`config.mk`:
```
export PLATFORM = sky130hd
export DESIGN_NAME = bbps_sequencer
export DESIGN_NICKNAME = d
export VERILOG_FILES = /design/src/rtl/bbps_pkg.sv /design/src/rtl/bbps_sequencer.sv
export SDC_FILE = /design/constraint.sdc
export NUM_CORES = 1
export LEC_CHECK = 0
export ABC_CLOCK_PERIOD_IN_PS = 5480
export BUFFER_PORTS_ARGS = -buffer_cell sky130_fd_sc_hd__buf_2
export CORE_MARGIN = 4
export CORE_UTILIZATION = 52
export CTS_CLUSTER_DIAMETER = 40
export DETAILED_ROUTE_END_ITERATION = 16
export HOLD_SLACK_MARGIN = 0.15
export PLACE_DENSITY_LB_ADDON = 0.2
export SLEW_MARGIN = 20
export SYNTH_ARGS = -nofsm -noshare
export SYNTH_HDL_FRONTEND = slang
export SYNTH_SLANG_ARGS = --single-unit
```
`constraint.sdc`:
```
create_clock -name clock -period 5.48 [get_ports clock]
set_clock_uncertainty 0.15 [all_clocks]
set_input_delay 0.548 -clock clock [delete_from_list [all_inputs] [get_ports clock]]
set_output_delay 0.548 -clock clock [all_outputs]
set_load 0.02 [all_outputs]
```
`src/rtl/bbps_pkg.sv`:
```
// Package for the ball bounce physics step unit.
// Holds the fixed-point constants, the register map, the microcode word and its program.
// It depends on nothing else.
package bbps_pkg;

   localparam int POS_W  = 22;
   localparam int DT_W   = 16;
   localparam int PIX_W  = 12;
   localparam int FAC_W  = 9;
   localparam int MULB_W = 18;
   localparam int PROD_W = POS_W + MULB_W;
   localparam int SUM_W  = 33;
   localparam int STEP_W = 4;

   localparam int GRAVITY     = 800;
   localparam int FIELD_WIDTH = 1280;

   localparam logic signed [POS_W-1:0] GRAVITY_Q    = POS_W'(GRAVITY);
   localparam logic signed [POS_W-1:0] BOUNCE_MIN_V = -POS_W'(50 * 256);
   localparam logic signed [POS_W-1:0] STOP_HI      = POS_W'(5 * 256);
   localparam logic signed [POS_W-1:0] STOP_LO      = -POS_W'(5 * 256);
   localparam logic [PIX_W-1:0]        NET_LEFT_X   = PIX_W'(10);
   localparam logic [PIX_W-1:0]        NET_RIGHT_X  = PIX_W'(FIELD_WIDTH - 10);
   localparam logic [PIX_W:0]          WALL_MARGIN  = (PIX_W + 1)'(16);

   localparam logic signed [POS_W-1:0] V_MAX = {1'b0, {(POS_W-1){1'b1}}};
   localparam logic signed [POS_W-1:0] V_MIN = {1'b1, {(POS_W-1){1'b0}}};

   typedef enum logic [2:0] {
      CSR_BOUNCE_FACTOR = 3'd0,
      CSR_FRICTION      = 3'd1,
      CSR_LEFT_WALL     = 3'd2,
      CSR_RIGHT_WALL    = 3'd3,
      CSR_TOP_WALL      = 3'd4,
      CSR_BOTTOM_WALL   = 3'd5,
      CSR_POST_UPPER    = 3'd6,
      CSR_POST_LOWER    = 3'd7
   } csr_index_type;

   typedef enum logic [1:0] {
      REQ_TICK  = 2'd0,
      REQ_KICK  = 2'd1,
      REQ_PLACE = 2'd2,
      REQ_NONE  = 2'd3
   } req_code_type;

   typedef struct packed {
      logic [FAC_W-1:0] bounce_factor;
      logic [FAC_W-1:0] friction;
      logic [PIX_W-1:0] left_wall;
      logic [PIX_W-1:0] right_wall;
      logic [PIX_W-1:0] top_wall;
      logic [PIX_W-1:0] bottom_wall;
      logic [PIX_W-1:0] post_upper;
      logic [PIX_W-1:0] post_lower;
   } cfg_type;

   typedef struct packed {
      logic [DT_W-1:0]         dt;
      logic signed [POS_W-1:0] kick_x;
      logic signed [POS_W-1:0] kick_y;
      logic signed [POS_W-1:0] kick_z;
      logic [POS_W-3:0]        place_x;
      logic [POS_W-3:0]        place_y;
   } item_type;

   typedef enum logic [1:0] {A_VX, A_VY, A_VZ, A_GRAV} mul_a_type;
   typedef enum logic [1:0] {B_DT, B_NBOUNCE, B_FRICTION} mul_b_type;
   typedef enum logic [2:0] {D_NONE, D_PX, D_PY, D_PZ, D_VX, D_VY, D_VZ} dst_type;
   typedef enum logic [2:0] {
      WB_ADD16, WB_SUB8, WB_ROLL, WB_BOUNCE_Z, WB_BOUNCE_X, WB_BOUNCE_Y
   } wb_mode_type;
   typedef enum logic [1:0] {M_NONE, M_KICK, M_PLACE, M_CLR_PZ} misc_type;

   typedef struct packed {
      logic              mul_en;
      mul_a_type         mul_a;
      mul_b_type         mul_b;
      dst_type           dst;
      wb_mode_type       mode;
      misc_type          misc;
      logic              jmp_air;
      logic [STEP_W-1:0] target;
      logic              last;
   } uword_type;

   typedef enum logic [1:0] {SEQ_IDLE, SEQ_RUN, SEQ_POST} seq_state_type;

   localparam logic [STEP_W-1:0] ENTRY_TICK  = STEP_W'(0);
   localparam logic [STEP_W-1:0] WALL_STEP   = STEP_W'(9);
   localparam logic [STEP_W-1:0] ENTRY_KICK  = STEP_W'(12);
   localparam logic [STEP_W-1:0] ENTRY_PLACE = STEP_W'(13);
   localparam logic [STEP_W-1:0] ENTRY_NONE  = STEP_W'(14);

   function automatic logic [STEP_W-1:0] entry_of(req_code_type code);
      logic [STEP_W-1:0] e;
      case (code)
         REQ_TICK:  e = ENTRY_TICK;
         REQ_KICK:  e = ENTRY_KICK;
         REQ_PLACE: e = ENTRY_PLACE;
         default:   e = ENTRY_NONE;
      endcase
      return e;
   endfunction

   function automatic uword_type mop(logic me, mul_a_type a, mul_b_type b, dst_type d,
                                     wb_mode_type m);
      uword_type w;
      w        = '0;
      w.mul_en = me;
      w.mul_a  = a;
      w.mul_b  = b;
      w.dst    = d;
      w.mode   = m;
      return w;
   endfunction

   // Tick program: integrate, ground contact, two wall axes; then kick and place.
   function automatic uword_type ucode(logic [STEP_W-1:0] step);
      uword_type w;
      w = '0;
      case (step)
         4'd0:  w = mop(1'b1, A_GRAV, B_DT, D_NONE, WB_ADD16);
         4'd1:  w = mop(1'b1, A_VX, B_DT, D_VZ, WB_SUB8);
         4'd2:  w = mop(1'b1, A_VY, B_DT, D_PX, WB_ADD16);
         4'd3:  w = mop(1'b1, A_VZ, B_DT, D_PY, WB_ADD16);
         4'd4:  w = mop(1'b0, A_VX, B_DT, D_PZ, WB_ADD16);
         4'd5: begin
            w         = mop(1'b1, A_VX, B_FRICTION, D_NONE, WB_ADD16);
            w.jmp_air = 1'b1;
            w.target  = WALL_STEP;
         end
         4'd6: begin
            w      = mop(1'b1, A_VY, B_FRICTION, D_VX, WB_ROLL);
            w.misc = M_CLR_PZ;
         end
         4'd7:  w = mop(1'b1, A_VZ, B_NBOUNCE, D_VY, WB_ROLL);
         4'd8:  w = mop(1'b0, A_VX, B_DT, D_VZ, WB_BOUNCE_Z);
         4'd9:  w = mop(1'b1, A_VX, B_NBOUNCE, D_NONE, WB_ADD16);
         4'd10: w = mop(1'b1, A_VY, B_NBOUNCE, D_VX, WB_BOUNCE_X);
         4'd11: begin
            w      = mop(1'b0, A_VX, B_DT, D_VY, WB_BOUNCE_Y);
            w.last = 1'b1;
         end
         4'd12: begin
            w.misc = M_KICK;
            w.last = 1'b1;
         end
         4'd13: begin
            w.misc = M_PLACE;
            w.last = 1'b1;
         end
         default: w.last = 1'b1;
      endcase
      return w;
   endfunction

   function automatic logic signed [POS_W-1:0] sat22(logic signed [SUM_W-1:0] v);
      logic signed [POS_W-1:0] r;
      if (v > SUM_W'(V_MAX)) begin
         r = V_MAX;
      end else if (v < SUM_W'(V_MIN)) begin
         r = V_MIN;
      end else begin
         r = v[POS_W-1:0];
      end
      return r;
   endfunction

endpackage

```
`src/rtl/bbps_sequencer.sv`:
```
// Microcode sequencer of the ball bounce physics step unit.
// Steps through the program held in bbps_pkg and hands one control word per cycle to the datapath.
// Depends on bbps_pkg.
module bbps_sequencer (
   input  logic                    clock,
   input  logic                    reset,
   input  logic                    start,
   input  logic [1:0]              req_type,
   input  logic                    pz_pos,
   input  logic                    out_free,
   output bbps_pkg::uword_type     ctl,
   output logic                    busy,
   output logic                    load_out
);
   import bbps_pkg::*;

   seq_state_type     state_ff, state_in;
   logic [STEP_W-1:0] step_ff, step_in;
   uword_type         word;

   assign word = ucode(step_ff);

   always_ff @(posedge clock) begin
      if (reset) begin
         state_ff <= SEQ_IDLE;
         step_ff  <= '0;
      end else begin
         state_ff <= state_in;
         step_ff  <= step_in;
      end
   end

   always_comb begin
      state_in = state_ff;
      step_in  = step_ff;
      ctl      = '0;
      load_out = 1'b0;
      busy     = 1'b1;
      case (state_ff)
         SEQ_IDLE: begin
            busy = 1'b0;
            if (start) begin
               state_in = SEQ_RUN;
               step_in  = entry_of(req_code_type'(req_type));
            end
         end
         SEQ_RUN: begin
            ctl = word;
            if (word.last) begin
               state_in = SEQ_POST;
            end else if (word.jmp_air && pz_pos) begin
               step_in = word.target;
            end else begin
               step_in = step_ff + STEP_W'(1);
            end
         end
         SEQ_POST: begin
            if (out_free) begin
               load_out = 1'b1;
               state_in = SEQ_IDLE;
            end
         end
         default: state_in = SEQ_IDLE;
      endcase
   end

endmodule

```
==> flow_summary.yaml <==
global_routing:
  grt_pass1_wl_um: 3170
  grt_pass1_vias: 704
  grt_overflow: 0
  antenna_found_initial: 0
  grt_use_total_pct: 20.2
  grt_max_degree: 18
timing:
  max_slew_margin_pct: 64.6
  worst_pin_slew_ps: 530
  rsz0062_at_grt: "no"
  fmax_mhz: 347
  slew_violations: 0
  finalHoldViolCount: 0
  tns_ps: 0
  period_minus_slack_ps: 2880
  fin_crit_sh_pct: 52.6
  setup_viol: 0
clocking:
  clk_latency_ps: 240
  clk_pin_slew_ps: 50
  clock_path_buffers: 2
  cts_buffers: 3
  post_cts_resized: 0
  cts_max_level: 1
  cts-root-buf: "clkbuf_4"
  post_cts_buffers: 0
  cts.sinks: 6
  postCtsHoldBufs: 0
  cts_tree: "done"
place:
  place.port_buffers: 25
  dp_hpwl_um: 1450
  finalWeightedCongestion: 0.874
critical_path:
  reg2reg_from: "step_ff[0]"
  cp-end-kind: "output port"
  slowest_stage: "ha_1"
  critPathTopFamily: "adder cells"
  worstPathMaxFanout: 12
  cp_num_buf_inv: 1
  cp.arrival_ps: 2180
  crit_chain: "ha_1 -> or4_4 -> nand3_1 -> a2111oi_0 -> buf_2"
  crit_type: "flip-flop to output port"
  startpoint: "step_ff[0]"
  max_stage_delay_ps: 440
  required_ps: 4780
  startpoint_type: "flip-flop"
floorplanning:
  ioPinCount: 28
  dieArea_mm2: 0.00217
  dieWidth_um: 46.5
  core_area_mm2: 0.00135
  rows: 13
  die_h_um: 46.5
  start_util_pct: 57.2
synthesis:
  synthArstFlopShare_pct: 0
  syn_inst: 106
  ys.flop_type: "dfxtp_1"
  synth_enable_flop_cells: 0
  synth_warnings: 0
  synth-seq-area-share_pct: 15.6
  ys_ff_latch: 6
  syn_avg_cell_area_um2: 7.28
  syn_area_um2: 772
  yosysUniqueCellTypes: 43
detailed_routing:
  ant_nets: 0
  wl_per_cell_um: 14.2
  drt_iter0_drc: 24
  vias_per_cell: 6.25
  routed_wirelength_um: 1960
  firstDrtPassIters: 4
  remaining_drc_errors: 0
  vias: 863
power_and_ir_drop:
  p_leak_nw: 0.381
  total_power_w: 0.000270
  p_per_area_mw_per_mm2: 310
  ir_drop_mv: 0.162
finish:
  syn_to_final_growth_pct: 13.0
  diodes: 0
  layout-drive-gt1-share_pct: 30.9
  nFillCells: 133
  fin_nets: 136
run_status:
  outcome: "finished, final reports clean"
min_path:
  hold_start: "step_ff[0]"
  hold_path.class: "flip-flop to flip-flop"
flow_run:
  drv_cap: 0
-- layout by cell type, fill, tap and decap left out, drive strengths merged, types with 3 or more instances in the layout --
| master | Yosys | layout |
|---|---|---|
| clkbuf | 5 | 3 |
| a31oi | 3 | 3 |
| inv | 4 | 4 |
| buf | 7 | 25 |
| nand2 | 12 | 12 |
| nor3 | 5 | 5 |
| a21oi | 7 | 7 |
| nor2 | 13 | 13 |
| o21ai | 4 | 4 |
| dfxtp | 6 | 6 |
| ha | 4 | 4 |
-- per-layer routing --
metal	part of all wire, %	up-vias	global-route usage (%)	routed length (µm)
met3	8.1	0	7.03	159
met4	0	0	1.70	0
met5	0	-	0	0
met1	44	406	27.7	862
met2	48	34	31.3	938
li1	-	423	-	-
-- cell families after synthesis --
family	after synthesis	share of synthesized area, %
buffers and inverters	16	11.0
AND/OR/NAND/NOR	47	32.1
other	1	0.486
AO/OA/AOI/OAI	32	34.4
flip-flops	6	15.6
adder cells (fa/ha/maj)	4	6.48
-- flip-flops by register name, indices dropped and copies added (netlist names) --
signal / cells
step_ff: 4
state_ff: 2
-- worst min-delay path, stage by stage, from the launching register on --
cell     delay (ps)
dfxtp_1         360
nand2_1          80
a21oi_1          60
-- final cells by class --
| type | count | area [µm²] | area share [%] |
|---|---|---|---|
| clock buffer | 3 | 22.5 | 2.58 |
| inverter | 4 | 15.0 | 1.72 |
| multi-input combinational | 85 | 571 | 65.4 |
| sequential | 6 | 120 | 13.8 |
| tap | 15 | 18.8 | 2.15 |
| timing repair buffer | 25 | 125 | 14.3 |
-- power by group --
part	internal (W)	leakage, nW	switching, W
combinational	0.0000613	0.317	0.0000972
clock	0.0000248	0.0138	0.0000163
sequential	0.0000513	0.0495	0.0000191
total	0.000137	0.381	0.000133
-- metrics by stage --
| step | hold WS (ps) | util [%] | cell area, µm² | std cells | setup WS [ps] |
|---|---|---|---|---|---|
| floorplan | 339 | - | 776 | 107 | 2430 |
| global placement | 368 | 62.9 | 850 | 135 | 2950 |
| detailed placement | 396 | 62.9 | 850 | 135 | 2860 |
| CTS | 398 | 64.6 | 872 | 138 | 2590 |
| global route | 409 | 64.6 | 872 | 138 | 2290 |
| finish | 397 | 64.6 | 872 | 138 | 2600 |
-- Yosys cell counts, types with 2 or more instances --
cell | count | share of area (%)
nor3b_1 | 2 | 1.9
o22a_1 | 2 | 2.3
clkbuf_1 | 5 | 2.4
buf_4 | 4 | 3.9
nand2b_1 | 2 | 1.6
dfxtp_1 | 6 | 16
nand2_1 | 12 | 5.8
ha_1 | 4 | 6.5
o21ai_0 | 4 | 2.6
a31oi_1 | 3 | 2.4
nor3_1 | 5 | 3.2
buf_2 | 2 | 1.3
nor2b_1 | 2 | 1.6
o311ai_0 | 2 | 2.3
nor2_1 | 13 | 6.3
inv_1 | 4 | 1.9
a21oi_1 | 7 | 4.5
a2111oi_0 | 2 | 2.3
-- final timing paths --
| check | endpoint | slack (ps) | depth (start not counted) |
|---|---|---|---|
| worst max-delay path | ctl[8] | 2600 | 5 |
| worst min register to register | step_ff[0] | 400 | 2 |
| worst max register to register | step_ff[1] | 3210 | 6 |
| worst min-delay path | step_ff[0] | 400 | 2 |
Note: power is estimated with default switching activity, not from simulation.
